===== src/rtl/pce_pkg.sv =====
package pce_pkg;

  localparam int MAX_INPUT_ROWS      = 2;
  localparam int MAX_OUTPUTS         = 4;
  localparam int MAX_CONSTRAINT      = 8;
  localparam int MAX_PUNCTURE_PERIOD = 16;

  localparam int DELAY_W   = MAX_CONSTRAINT - 1;
  localparam int COLUMN_W  = 4;
  localparam int CFG_IDX_W = 3;
  localparam int CFG_DATA_W = 64;

  // configuration register indexes
  localparam logic [CFG_IDX_W-1:0] REG_INPUT_ROWS_USED  = 3'd0;
  localparam logic [CFG_IDX_W-1:0] REG_OUTPUTS_USED     = 3'd1;
  localparam logic [CFG_IDX_W-1:0] REG_CONSTRAINT_ROW0  = 3'd2;
  localparam logic [CFG_IDX_W-1:0] REG_CONSTRAINT_ROW1  = 3'd3;
  localparam logic [CFG_IDX_W-1:0] REG_GENERATOR_TAPS   = 3'd4;
  localparam logic [CFG_IDX_W-1:0] REG_PUNCTURE_PERIOD  = 3'd5;
  localparam logic [CFG_IDX_W-1:0] REG_PUNCTURE_PATTERN = 3'd6;

  typedef struct packed {
    logic [1:0] symbol_bits;
    logic       frame_start;
  } pce_in_t;

  typedef struct packed {
    logic coded_bit;
    logic bit_last;
  } pce_out_t;

  typedef struct packed {
    logic [1:0]  input_rows_used;
    logic [2:0]  outputs_used;
    logic [3:0]  constraint_row0;
    logic [3:0]  constraint_row1;
    logic [63:0] generator_taps;
    logic [4:0]  puncture_period;
    logic [63:0] puncture_pattern;
  } pce_cfg_t;

  typedef struct packed {
    logic [MAX_INPUT_ROWS-1:0][DELAY_W-1:0] row_delay;
    logic [COLUMN_W-1:0]                    column;
  } pce_state_t;

  localparam pce_cfg_t CFG_RESET = '{
    input_rows_used:  2'd1,
    outputs_used:     3'd2,
    constraint_row0:  4'd7,
    constraint_row1:  4'd7,
    generator_taps:   64'd0,
    puncture_period:  5'd1,
    puncture_pattern: {64{1'b1}}
  };

endpackage


===== src/rtl/pce_encode.sv =====
module pce_encode (
  input  pce_pkg::pce_cfg_t                   cfg,
  input  pce_pkg::pce_in_t                    item,
  input  pce_pkg::pce_state_t                 state,
  output logic [pce_pkg::MAX_OUTPUTS-1:0]     coded,
  output logic [pce_pkg::MAX_OUTPUTS-1:0]     keep,
  output pce_pkg::pce_state_t                 state_next
);
  import pce_pkg::*;

  logic [1:0]                k;
  logic [2:0]                n;
  logic [4:0]                period;
  logic [3:0]                con_raw [MAX_INPUT_ROWS];
  logic [3:0]                con     [MAX_INPUT_ROWS];
  logic [MAX_CONSTRAINT-1:0] cmask   [MAX_INPUT_ROWS];
  logic [DELAY_W-1:0]        mmask   [MAX_INPUT_ROWS];
  logic [DELAY_W-1:0]        dl      [MAX_INPUT_ROWS];
  logic [MAX_CONSTRAINT-1:0] regv    [MAX_INPUT_ROWS];
  logic [MAX_CONSTRAINT-1:0] taps;
  logic [COLUMN_W-1:0]       col_in;
  logic [COLUMN_W-1:0]       col;
  logic [4:0]                col_inc;
  logic [COLUMN_W-1:0]       column_next;

  // out-of-range settings clamp into the legal range
  always_comb begin
    k = (cfg.input_rows_used == 2'd0) ? 2'd1 :
        (cfg.input_rows_used > 2'(MAX_INPUT_ROWS)) ? 2'(MAX_INPUT_ROWS) : cfg.input_rows_used;
    n = (cfg.outputs_used == 3'd0) ? 3'd1 :
        (cfg.outputs_used > 3'(MAX_OUTPUTS)) ? 3'(MAX_OUTPUTS) : cfg.outputs_used;
    period = (cfg.puncture_period == 5'd0) ? 5'd1 :
             (cfg.puncture_period > 5'(MAX_PUNCTURE_PERIOD)) ? 5'(MAX_PUNCTURE_PERIOD) :
             cfg.puncture_period;
  end

  always_comb begin
    coded = '0;
    state_next.row_delay = state.row_delay;
    state_next.column    = column_next;
    taps = '0;
    for (int r = 0; r < MAX_INPUT_ROWS; r++) begin
      con_raw[r] = (r == 0) ? cfg.constraint_row0 : cfg.constraint_row1;
      con[r] = (con_raw[r] == 4'd0) ? 4'd1 :
               (con_raw[r] > 4'(MAX_CONSTRAINT)) ? 4'(MAX_CONSTRAINT) : con_raw[r];
      cmask[r] = MAX_CONSTRAINT'(({{MAX_CONSTRAINT{1'b0}}, 1'b1} << con[r]) - 1'b1);
      mmask[r] = DELAY_W'(({{DELAY_W{1'b0}}, 1'b1} << (con[r] - 4'd1)) - 1'b1);
      dl[r]    = item.frame_start ? '0 : state.row_delay[r];
      regv[r]  = {dl[r] & mmask[r], item.symbol_bits[r]} & cmask[r];
      if (r < int'(k)) begin
        for (int j = 0; j < MAX_OUTPUTS; j++) begin
          taps = cfg.generator_taps[(r*MAX_OUTPUTS+j)*MAX_CONSTRAINT +: MAX_CONSTRAINT]
                 & cmask[r];
          if (j < int'(n)) begin
            coded[j] = coded[j] ^ (^(taps & regv[r]));
          end
        end
        state_next.row_delay[r] = regv[r][DELAY_W-1:0] & mmask[r];
      end else begin
        // unused row holds, but still follows a frame start
        state_next.row_delay[r] = dl[r];
      end
    end
  end

  // puncture column and kept-bit mask
  always_comb begin
    col_in  = item.frame_start ? '0 : state.column;
    col     = (5'(col_in) >= period) ? '0 : col_in;
    col_inc = 5'(col) + 5'd1;
    column_next = (col_inc >= period) ? '0 : col_inc[COLUMN_W-1:0];
    for (int j = 0; j < MAX_OUTPUTS; j++) begin
      keep[j] = (j < int'(n)) && cfg.puncture_pattern[j*MAX_PUNCTURE_PERIOD + int'(col)];
    end
  end

endmodule


===== src/rtl/punctured_convolutional_encoder.sv =====
// Rate k/n convolutional encoder with cyclic puncturing. Each input beat carries a
// symbol of up to two bits; every input row shifts its bit into its own delay line
// and each coded output is the XOR over rows of the parity of taps AND register.
// The coded bits of a symbol pass through the puncturing pattern column of that
// symbol, and the kept bits leave one per output beat in output order, the last
// one flagged by bit_last; a symbol whose bits are all punctured gives no beat.
// frame_start clears the delay lines and the pattern column before its symbol is
// encoded. Timing: an input beat lands in an input register, is encoded combinationally
// into the result register, and its kept bits then drain at one per cycle while
// out_ready is high; the next symbol can wait in the input register meanwhile, and
// the single-bit output port sets the throughput.
// Configuration writes are taken in any cycle (cfg_ready is always high) but must
// only be made while the encoder is idle.
module punctured_convolutional_encoder (
  input  logic                                clk,
  input  logic                                rst,
  input  logic                                in_valid,
  output logic                                in_ready,
  input  pce_pkg::pce_in_t                    in_data,
  output logic                                out_valid,
  input  logic                                out_ready,
  output pce_pkg::pce_out_t                   out_data,
  input  logic                                cfg_valid,
  output logic                                cfg_ready,
  input  logic [pce_pkg::CFG_IDX_W-1:0]       cfg_index,
  input  logic [pce_pkg::CFG_DATA_W-1:0]      cfg_data
);
  import pce_pkg::*;

  // configuration registers
  pce_cfg_t cfg;

  // encoder state: delay lines and pattern column
  pce_state_t state;
  pce_state_t state_next;

  // input register
  logic    in_reg_valid;
  pce_in_t in_reg;

  // result register: coded bits and the kept bits still to send
  logic [MAX_OUTPUTS-1:0] coded;
  logic [MAX_OUTPUTS-1:0] pending;
  logic [MAX_OUTPUTS-1:0] coded_next;
  logic [MAX_OUTPUTS-1:0] keep_next;
  logic [MAX_OUTPUTS-1:0] lowest;
  logic [MAX_OUTPUTS-1:0] remaining;

  logic out_beat;
  logic slot_free;
  logic advance;

  assign cfg_ready = 1'b1;

  always_ff @(posedge clk) begin
    if (rst) begin
      cfg <= CFG_RESET;
    end else if (cfg_valid && cfg_ready) begin
      unique case (cfg_index)
        REG_INPUT_ROWS_USED:  cfg.input_rows_used  <= cfg_data[1:0];
        REG_OUTPUTS_USED:     cfg.outputs_used     <= cfg_data[2:0];
        REG_CONSTRAINT_ROW0:  cfg.constraint_row0  <= cfg_data[3:0];
        REG_CONSTRAINT_ROW1:  cfg.constraint_row1  <= cfg_data[3:0];
        REG_GENERATOR_TAPS:   cfg.generator_taps   <= cfg_data;
        REG_PUNCTURE_PERIOD:  cfg.puncture_period  <= cfg_data[4:0];
        REG_PUNCTURE_PATTERN: cfg.puncture_pattern <= cfg_data;
        default: ;  // unknown index, write dropped
      endcase
    end
  end

  // encoding kernel between input and result registers
  pce_encode u_encode (
    .cfg        (cfg),
    .item       (in_reg),
    .state      (state),
    .coded      (coded_next),
    .keep       (keep_next),
    .state_next (state_next)
  );

  // lowest pending bit goes out first, the rest wait
  assign lowest    = pending & (~pending + 1'b1);
  assign remaining = pending & ~lowest;

  assign out_valid         = |pending;
  assign out_data.coded_bit = |(coded & lowest);
  assign out_data.bit_last  = (remaining == '0);

  assign out_beat  = out_valid && out_ready;
  // result register frees when empty or when its last bit leaves now
  assign slot_free = !out_valid || (out_beat && out_data.bit_last);
  assign advance   = in_reg_valid && slot_free;
  assign in_ready  = !in_reg_valid || advance;

  always_ff @(posedge clk) begin
    if (rst) begin
      in_reg_valid <= 1'b0;
      pending      <= '0;
      state        <= '0;
    end else begin
      if (in_valid && in_ready) begin
        in_reg_valid <= 1'b1;
      end else if (advance) begin
        in_reg_valid <= 1'b0;
      end
      if (advance) begin
        // an all-punctured symbol loads an empty mask and gives no beat
        pending <= keep_next;
        state   <= state_next;
      end else if (out_beat) begin
        pending <= remaining;
      end
    end
  end

  // payload registers
  always_ff @(posedge clk) begin
    if (in_valid && in_ready) begin
      in_reg <= in_data;
    end
    if (advance) begin
      coded <= coded_next;
    end
  end

`ifndef SYNTH
  // a bit that is not the last leaves more bits behind
  a_more_after_nonlast: assert property (@(posedge clk) disable iff (rst)
    (out_beat && !out_data.bit_last) |=> out_valid)
    else $error("pending bits lost after a non-last beat");

  // a waiting symbol is not dropped while the result register is busy
  a_input_held: assert property (@(posedge clk) disable iff (rst)
    (in_reg_valid && !advance) |=> (in_reg_valid && $stable(in_reg)))
    else $error("stalled input symbol changed or vanished");

  // frame start restarts the pattern at column zero, then moves to at most one
  a_frame_column: assert property (@(posedge clk) disable iff (rst)
    (advance && in_reg.frame_start) |=> (state.column == 4'd0 || state.column == 4'd1))
    else $error("pattern column not restarted by frame start");

  // the result register is never overwritten while bits remain to send
  a_no_overwrite: assert property (@(posedge clk) disable iff (rst)
    (advance && out_valid) |-> (out_beat && $onehot(pending)))
    else $error("result register overwritten with bits pending");
`endif

endmodule


===== config.mk =====
export PLATFORM = sky130hd
export DESIGN_NAME = punctured_convolutional_encoder
export DESIGN_NICKNAME = d
export VERILOG_FILES = /design/src/rtl/pce_pkg.sv /design/src/rtl/pce_encode.sv /design/src/rtl/punctured_convolutional_encoder.sv
export SDC_FILE = /design/constraint.sdc
export NUM_CORES = 1
export LEC_CHECK = 0
export BUFFER_PORTS_ARGS = -buffer_cell sky130_fd_sc_hd__clkbuf_2
export CORE_ASPECT_RATIO = 1.5
export CORE_MARGIN = 1.5
export CORE_UTILIZATION = 55
export CTS_CLUSTER_SIZE = 8
export DETAILED_ROUTE_END_ITERATION = 8
export PLACE_DENSITY_LB_ADDON = 0.05
export SLEW_MARGIN = 5
export SYNTH_ARGS = -nofsm -noshare
export SYNTH_HDL_FRONTEND = slang
export SYNTH_SLANG_ARGS = --single-unit

===== constraint.sdc =====
create_clock -name clk -period 5.75 [get_ports clk]
set_input_delay 1.725 -clock clk [delete_from_list [all_inputs] [get_ports clk]]
set_output_delay 1.725 -clock clk [all_outputs]
set_load 0.005 [all_outputs]

* After elaboration in Yosys (flattened, before gate mapping)
Index checks and enable logic that the tools add are counted.
** Word-level totals
- Register bits :: 176
- Output and inout bits :: 5
** Cells by class
- Add/sub/neg operators :: 11
- Order comparisons :: 17
- Equal/unequal tests :: 6
- Shift-type cells :: 4
- Multiplexer cells :: 42
- Bitwise gates (word level) :: 31
- Reduce and logical (&&, ||, !) cells :: 38
** Operator list (number)
- $and A8 B8 Y8 :: 18
- $lt A32 B8 Y1 const B :: 3
- $reduce_xor A8 Y1 :: 8
- $mux W4 :: 11
- $and A7 B7 Y7 :: 4
- $mux W7 :: 4
- $bmux W1 S6 :: 3
- $mux W1 :: 17
- $shl A1 B4 Y8 const A :: 2
- $sub A8 B1 Y8 const B :: 2
- $add A6 B4 Y7 const A :: 2
- $reduce_and A2 Y1 :: 7
- $shl A1 B4 Y7 const A :: 2
- $sub A7 B1 Y7 const B :: 2
- $and A4 B4 Y4 :: 3
- $logic_not A4 Y1 :: 3
- $mux W5 :: 2
- $eq A3 B3 Y1 const B :: 3
- $gt A4 B4 Y1 const B :: 2
- $logic_and A1 B1 Y1 :: 8
- $not A4 Y4 :: 2
- $reduce_or A4 Y1 :: 2
- $sub A4 B1 Y4 const B :: 2
- $lt A4 B7 Y1 const B :: 1
- other kinds (23) :: 36

* Logic depth before layout (Yosys ltp)
Gate-level depths: netlist of run 1.
- Depth after elaboration :: 15
- Gate-level depth with buffers :: 22
- Depth with buffers taken out :: 19

* By module
A second synthesis of run 1 with hierarchy kept.
** Second synthesis, totals
- Cell total of the unflattened synthesis :: 1152
- Area total of the unflattened synthesis :: 9019.9 µm²
** Modules (own cells, without submodules)
- punctured_convolutional_encoder :: times used 1, cells each 752, area an instance 6377.4 µm², seq. area each 3593.4 µm²
- pce_encode :: times used 1, cells each 400, area an instance 2642.5 µm², seq. area each 0.0 µm²

* Worst setup path after synthesis of run 1
OpenSTA, ideal clock, no wires.
- Path kind :: reg-to-reg
- Start point :: register, netlist name state[0]
- End point :: register, netlist name state[1]
- Setup time :: 0.066 ns
- Data arrival time :: 4.008 ns
- Slack :: 1.677 ns
- Cell stages (with the launch flop) :: 23
- Path through :: dfxtp_1 -> clkbuf_1 -> nor2b_1 -> buf_2 -> inv_2 -> clkbuf_1 -> ha_1 -> nand2b_1 -> a21o_1 -> a211o_1 -> nand2_1 -> nand2_1 -> inv_2 -> buf_4 -> ha_1 -> ha_1 -> a21oi_1 -> nor2b_1 -> o21ai_0 -> nand2b_1 -> a211oi_1 -> a22oi_1 -> nor2_1
** On the way
- Cells in the longest elaborated chain, start to end :: 6
** Ends and longest elaborated chain
- $mux W4 * :: line pce_encode.sv:68 : col_in = item.frame_start ? '0 : state.column;
- $ge A4 B5 Y1 :: line pce_encode.sv:69 : col = (5'(col_in) >= period) ? '0 : col_in;
- $mux W4 * :: line pce_encode.sv:69
- $add A4 B1 Y5 * :: line pce_encode.sv:70 : col_inc = 5'(col) + 5'd1;
- $ge A5 B5 Y1 :: line pce_encode.sv:71 : column_next = (col_inc >= period) ? '0 : col_inc[COLUMN_W-1:0];
- $mux W4 * :: line pce_encode.sv:71
Mark *: on every way between the ends. The rest lies on a longest branch, timed or not.
A chain may end at the register's enable or synchronous reset.

* Worst setup path in the final report of run 1
- Start point :: register, netlist name state[0]
- End point :: register, netlist name state[2]
** On the way
- Cells in the longest elaborated chain, start to end :: 6
** Ends and longest elaborated chain (line)
- $mux W4 * :: pce_encode.sv:68
- $ge A4 B5 Y1 :: pce_encode.sv:69
- $mux W4 * :: pce_encode.sv:69
- $add A4 B1 Y5 * :: pce_encode.sv:70
- $ge A5 B5 Y1 :: pce_encode.sv:71
- $mux W4 * :: pce_encode.sv:71
Marks and branches as above.

==> results.sh, run 1 <==
export IMPL_drive_above_1_share_pct=11.80
export IMPL_port_buffers=78
export IMPL_post_place_ws_ns=1.399
export IMPL_io_pins=80
export IMPL_synth_area_mm2=0.008593
export IMPL_dieHeight_um=156.1
export IMPL_fin_setup_tns_ns=0
export IMPL_largest_reg_flops=145
export IMPL_skew_ns=0.01328
export IMPL_arrival_ns=4.80
export IMPL_worst_endpoint_required_ns=6.11
export IMPL_antenna_diode_count=0
export IMPL_hold_violations=0
export IMPL_synth_warning_count=0
export IMPL_viasPerCell=5.714
export IMPL_die_x_um=105.1
export IMPL_wire_per_inst_um=18.11
export IMPL_holdPathStages=2
export IMPL_clk_pin_slew_ns=0.07
export IMPL_slew_violations=0
export IMPL_relSlewSlack_pct=26.27
export IMPL_crit_type="reg -> reg"
export IMPL_placed_area_mm2=0.009045
export IMPL_numCtsBuffers=17
export IMPL_hold_path_class="reg -> reg"
export IMPL_grt_pass1_wl_um=39160
export IMPL_synth_edf_count=7
export IMPL_drc=0
export IMPL_htreeDepth=4
export IMPL_p_per_area_mw_per_mm2=276.7
export IMPL_ys_ff_latch=175
export IMPL_fmax_ghz=0.2253
export IMPL_cpPeakStageDelay_ns=0.58
export IMPL_cpMostUsedCell="ha_1"
export IMPL_post_cts_buffers=0
export IMPL_hp_start="cfg[111]"
export IMPL_reg_largest_list="cfg x145, state x18"
export IMPL_clk_path_buf_depth=2
export IMPL_dp_hpwl_um=17110
export IMPL_vias=7771
export IMPL_holdPathEnd="cfg[111]"
export IMPL_startpoint_type="flip-flop"
export IMPL_rr_startpoint="state[0]"
export IMPL_synth_cell_types=66
export IMPL_leakagePower_nw=3.907
export IMPL_cap_violations=0
export IMPL_peakVddDrop_v=0.0002095
export IMPL_start_util_pct=56.50
export IMPL_clk_latency_ns=0.44
export IMPL_syn_to_final_growth_pct=12.23
export IMPL_wirelength_um=24630
export IMPL_total_power_mw=2.668
export IMPL_avgSynthCellArea_um2=7.735
export IMPL_ant_nets=0
export IMPL_synth_top_area_share_pct=39.14
export IMPL_overflow=0
export IMPL_cts_sinks=175
export IMPL_setup_ws_ns=1.312
export IMPL_setup_viol=0
export IMPL_reg2regPathDepth=18
export IMPL_grt_pass1_vias=7510
export IMPL_cp_slowest_cell="dfxtp_1"
export IMPL_postCtsHoldBufs=0
export IMPL_nets=1239
export IMPL_antenna_found_initial=0
export IMPL_async_flop_share_pct=0
export IMPL_rsz0062_at_grt="false"
export IMPL_min_period_ns=4.438
export IMPL_yosys_area_top_type="dfxtp_1"
export IMPL_row_count=55
export IMPL_ctsResizeCount=0
export IMPL_cp_max_fo=14
export IMPL_gp_congestion=0.9164
export IMPL_dieArea_mm2=0.01640
export IMPL_finalCritPeriodShare_pct=77.18
export IMPL_cp_cell_sequence="nor2b_1, inv_2, ha_1, nand2b_1, a21o_1, a211o_1, nand2_1, nand2_1, inv_2, ha_1, xnor2_1, ha_1, nor2b_1, o21ai_0, nand2b_1, a211oi_1, a22oi_1, nor2_1"
export IMPL_track_usage_pct=30.86
export IMPL_r2r_slack_ns=1.31
export IMPL_cts_root_buf="clkbuf_16"
export IMPL_dr_pass1_iters=5
export IMPL_status="finished, final reports clean"
export IMPL_synth_flop_cell="dfxtp_1"
export IMPL_tritoncts="done"
export IMPL_grt_max_degree=94
export IMPL_design_area_mm2=0.009644
export IMPL_synth_seq_area_share_pct=41.58
export IMPL_tightest_slew_ns=1.106
export IMPL_drtIter0Drc=534
export IMPL_crit_path_end_kind="flip-flop"
export IMPL_r2r_end="state[2]"
export IMPL_synth_cells=1111
export IMPL_regMostFlops="cfg"
export IMPL_synth_area_top_cells="dfxtp_1 (39%), nand2_1 (16%), a21oi_1 (5.4%)"
export IMPL_core_mm2=0.01521
## cell usage in the layout (no fill, tap or decap), drive strengths merged, types with 11 or more instances in the layout
master  Yosys  final
a21oi      93     93
buf         8     12
clkbuf     64     98
dfxtp     168    168
ha         15     15
inv        19     19
mux2i      26     26
nand2     358    358
nand2b     11     11
nand3      77     77
nor2       49     49
nor2b      11     11
o211ai     11     11
o21ai      15     15
xnor2      40     40
xor2       14     14
## power breakdown
part	leakage [nW]	total (mW)	internal (mW)	switching [mW]
Sequential	1.43	1.28	1.25	0.0306
Combinational	2.18	0.193	0.0707	0.122
Clock	0.293	1.19	0.704	0.487
Total	3.91	2.67	2.03	0.640
## Yosys cell counts, drive strengths merged (5+ instances only)
cell and instances:
nand2 358, dfxtp 168, a21oi 93, nand3 77, clkbuf 64, nor2 49, xnor2 40, mux2i 26
inv 19, ha 15, o21ai 15, xor2 14, nand2b 11, nor2b 11, o211ai 11, nor3 10
a31oi 8, buf 8, a221oi 7, edfxtp 7, and2 6, and3 6, nor3b 6, nor4b 6
a22oi 5, nand4 5, or3 5
## metal layers
layer	share of wire [%]	global-route usage (%)	up-vias
met3	4.8	5.347	37
li1	-	-	3829
met2	52	55.87	211
met4	2.4	10.83	0
met5	0	0	-
met1	41	36.48	3694
## logic make-up (layout without fill, tap and decap cells)
group | after synthesis | after routing | synth area share [%]
muxes | 28 | 28 | 3.291
adders and majority gates | 17 | 17 | 2.417
DFF | 175 | 175 | 41.58
xor gates and xnor gates | 58 | 58 | 6.552
AOI/OAI and AO/OA | 170 | 170 | 12.26
other | 1 | 3 | 0.04364
buffers and inverters | 91 | 139 | 4.222
and+or+nand+nor | 571 | 571 | 29.63
## stage by stage
stage | util (%) | cells | hold WS [ns]
global route | 63.41 | 1360 | 0.4706
floorplan | - | 1113 | 0.4275
global placement | 59.47 | 1329 | 0.4376
detailed placement | 59.47 | 1329 | 0.4439
CTS | 63.41 | 1360 | 0.4545
finish | 63.41 | 1360 | 0.4547
## layout make-up
type / count / area, µm²
well taps: 199 / 249.0
fillers: 1441 / 5564
flip-flops and latches: 175 / 3573
inverters: 19 / 71.32
repair buffers: 89 / 473.0
clock buffers: 21 / 460.4
multi-input cells: 847 / 4678
clock inverters: 10 / 138.9
## how the worst max path moves through the flow
stage,start,slack (ns),end,cells past startpoint
2_1_floorplan,state[0],1.68,state[1],22
3_3_place_gp,state[0],1.52,state[0],18
3_5_place_dp,state[0],1.40,state[2],18
4_1_cts,state[0],1.37,state[2],18
5_1_grt,state[0],0.99,state[0],18
6_report,state[0],1.31,state[2],18
## worst max-delay path: cells and delay by family, from the launching register on
| kind | cells | cell delay, ns |
|---|---|---|
| buffers and inverters | 2 | 0.52 |
| AOI/OAI and AO/OA | 5 | 1.26 |
| and+or+nand+nor | 7 | 1.03 |
| adders and majority gates | 3 | 0.83 |
| DFF | 1 | 0.58 |
| xor gates and xnor gates | 1 | 0.16 |
Note: power is estimated with default switching activity, not from simulation.
==> run 2, diff against run 1 <==
--- a/config.mk
+++ b/config.mk
@@ -5,6 +5,7 @@
 export SDC_FILE = /design/constraint.sdc
 export NUM_CORES = 1
 export LEC_CHECK = 0
+export ABC_AREA = 1
 export BUFFER_PORTS_ARGS = -buffer_cell sky130_fd_sc_hd__clkbuf_2
 export CORE_ASPECT_RATIO = 1.5
 export CORE_MARGIN = 1.5
==> constraint.sdc (replaced) <==
create_clock -name clk -period 4.6 [get_ports clk]
set_input_delay 1.38 -clock clk [delete_from_list [all_inputs] [get_ports clk]]
set_output_delay 1.38 -clock clk [all_outputs]
set_load 0.005 [all_outputs]
==> run 2 against run 1 <==
Via count increased by 25%; routed wire length is 21% higher; worst hold slack better by 0.0019 ns; critical endpoint is now state[3]; non-clock buffer count rose by 3; final cell count is 27% higher; power is 43% higher; register-to-register slack worse by 0.75 ns; global-route usage rose by 1.7 points.
==> results.sh, run 2 <==
export IMPL_postCtsHoldBufs=0
export IMPL_port_buffers=78
export IMPL_leakagePower_nw=5.193
export IMPL_synth_cells=1464
export IMPL_peakVddDrop_v=0.0002714
export IMPL_cap_violations=0
export IMPL_synth_area_top_cells="dfxtp_1 (35%), nand2_1 (16%), nand3_1 (11%)"
export IMPL_fill_cells=1640
export IMPL_startpoint_type="flip-flop"
export IMPL_post_cts_buffers=0
export IMPL_setup_viol=0
export IMPL_tritoncts="done"
export IMPL_yosys_area_top_type="dfxtp_1"
export IMPL_p_per_area_mw_per_mm2=356.3
export IMPL_die_x_um=110.7
export IMPL_clk_latency_ns=0.45
export IMPL_nets=1599
export IMPL_cp_max_fo=13
export IMPL_ys_ff_latch=175
export IMPL_clk_pin_slew_ns=0.07
export IMPL_overflow=0
export IMPL_viasPerCell=5.610
export IMPL_final_common_cell="nand2_1"
export IMPL_synth_cell_types=49
export IMPL_antenna_diode_count=0
export IMPL_arrival_ns=4.41
export IMPL_io_pins=80
export IMPL_synth_top_area_share_pct=35.12
export IMPL_synth_edf_count=7
export IMPL_post_place_ws_ns=0.6095
export IMPL_drive_above_1_share_pct=12.02
export IMPL_fin_setup_tns_ns=0
export IMPL_final_cell_mix="nand2_1 (417), nand3_1 (219), dfxtp_1 (168)"
export IMPL_wire_per_inst_um=17.14
export IMPL_vias=9717
export IMPL_largest_reg_flops=145
export IMPL_dp_hpwl_um=21760
export IMPL_rr_startpoint="in_reg[0]"
export IMPL_start_util_pct=56.63
export IMPL_regMostFlops="cfg"
export IMPL_track_usage_pct=32.56
export IMPL_synth_warning_count=0
export IMPL_drtIter0Drc=700
export IMPL_worst_endpoint_required_ns=4.97
export IMPL_gp_congestion=0.9629
export IMPL_synth_area_mm2=0.009575
export IMPL_drc=0
export IMPL_row_count=58
export IMPL_ctsResizeCount=0
export IMPL_crit_path_end_kind="flip-flop"
export IMPL_numCtsBuffers=17
export IMPL_skew_ns=0.01563
export IMPL_relSlewSlack_pct=24.30
export IMPL_hold_violations=0
export IMPL_synth_seq_area_share_pct=37.32
export IMPL_cts_sinks=175
export IMPL_regArea_mm2=0.003573
export IMPL_wirelength_um=29690
export IMPL_grt_max_degree=74
export IMPL_min_period_ns=4.040
export IMPL_tightest_slew_ns=1.136
export IMPL_dieArea_mm2=0.01823
export IMPL_synthTopCellsByCount="nand2_1 (417), nand3_1 (219), dfxtp_1 (168), nor2_1 (162), inv_1 (113)"
export IMPL_clk_path_buf_depth=2
export IMPL_grt_pass1_vias=8861
export IMPL_startpoint="in_reg[0]"
export IMPL_crit_type="reg -> reg"
export IMPL_synth_flop_cell="dfxtp_1"
export IMPL_htreeDepth=4
export IMPL_status="finished, final reports clean"
export IMPL_ant_nets=0
export IMPL_async_flop_share_pct=0
export IMPL_fmax_ghz=0.2475
export IMPL_rsz0062_at_grt="false"
export IMPL_multiInputGateArea_mm2=0.005255
export IMPL_dieHeight_um=164.6
export IMPL_hold_path_class="reg -> reg"
export IMPL_avgSynthCellArea_um2=6.541
export IMPL_grt_pass1_wl_um=45970
export IMPL_design_area_mm2=0.01072
export IMPL_dr_pass1_iters=5
export IMPL_reg_largest_list="cfg x145, state x18"
export IMPL_cts_root_buf="clkbuf_16"
export IMPL_syn_to_final_growth_pct=11.90
export IMPL_core_mm2=0.01691
export IMPL_hp_start="state[5]"
export IMPL_placed_area_mm2=0.01007
export IMPL_antenna_found_initial=0
export IMPL_setup_ws_ns=0.5599
export IMPL_finalCritPeriodShare_pct=87.83
export IMPL_slew_violations=0
export IMPL_yosysMostFrequentCell="nand2_1"
run 2: cell types whose count changed in the layout (fill, tap and decap cells not counted), sizes merged, moves of 40 or more:
cell and change:
nor2 +129, nand4 +40, nand3 +149, nand2 +74, inv +106, o21ai +79, a21oi -41
run 2: stage by stage:
stage               std cells  utilization (%)  power [mW]  hold WS [ns]
finish                   1732            63.37       3.818        0.4566
global route             1732            63.37       3.966        0.4746
detailed placement       1700            59.58       2.324        0.4434
CTS                      1732            63.37       3.825        0.4582
floorplan                1466                -       2.112        0.4273
global placement         1700            59.58       2.319        0.4372
run 2: final timing paths:
| path | endpoint | slack (ns) | cells after the start |
|---|---|---|---|
| worst min register to register | state[5] | 0.46 | 2 |
| worst max-delay path | state[3] | 0.56 | 20 |
| worst max register to register | state[3] | 0.56 | 20 |
| worst min-delay path | state[5] | 0.46 | 2 |
run 2: final cells by class:
class | count | area share (%)
flip-flops and latches | 175 | 33.35
multi-input cells | 1101 | 49.04
clock inverters | 15 | 2.008
clock buffers | 17 | 3.970
repair buffers | 92 | 4.858
inverters | 122 | 4.320
well taps | 210 | 2.452
run 2: worst max-delay path, stage by stage (launching register included):
cell	delay, ns
edfxtp_1	0.58
inv_2	0.22
nand2_1	0.13
inv_1	0.05
ha_1	0.32
a21oi_1	0.17
o21ai_0	0.09
nor2_1	0.09
nand2_1	0.10
inv_1	0.22
nand2_1	0.18
inv_1	0.19
ha_1	0.28
ha_1	0.27
a21boi_0	0.12
o21a_1	0.17
o21ai_0	0.14
nand2_1	0.08
a211oi_2	0.34
nand2_1	0.09
a21oi_1	0.13
run 2: where the power goes:
group / leakage [nW] / internal [mW] / total (mW) / switching (mW)
clock: 0.307 / 0.793 / 1.52 / 0.726
sequential: 1.44 / 1.62 / 1.69 / 0.0702
combinational: 3.45 / 0.194 / 0.607 / 0.413
run 2: logic make-up (layout without fill, tap and decap cells):
logic type                 Yosys count  count (layout)  synth area share [%]
adders and majority gates           15              15                 1.960
and+or+nand+nor                    902             902                 41.85
AOI/OAI and AO/OA                  166             166                 9.382
other                                1               3               0.03916
xor gates and xnor gates            14              14                 1.359
buffers and inverters              190             246                 7.984
DFF                                175             175                 37.32
muxes                                1               1                0.1045
run 2: routing by layer:
| layer | part of all wire [%] | GRT usage, % | vias up |
|---|---|---|---|
| met5 | 0 | 0 | - |
| met4 | 5.8 | 19.29 | 0 |
| met3 | 3.9 | 3.927 | 86 |
| met2 | 51 | 60.07 | 292 |
| met1 | 39 | 35.92 | 4449 |
| li1 | - | - | 4890 |
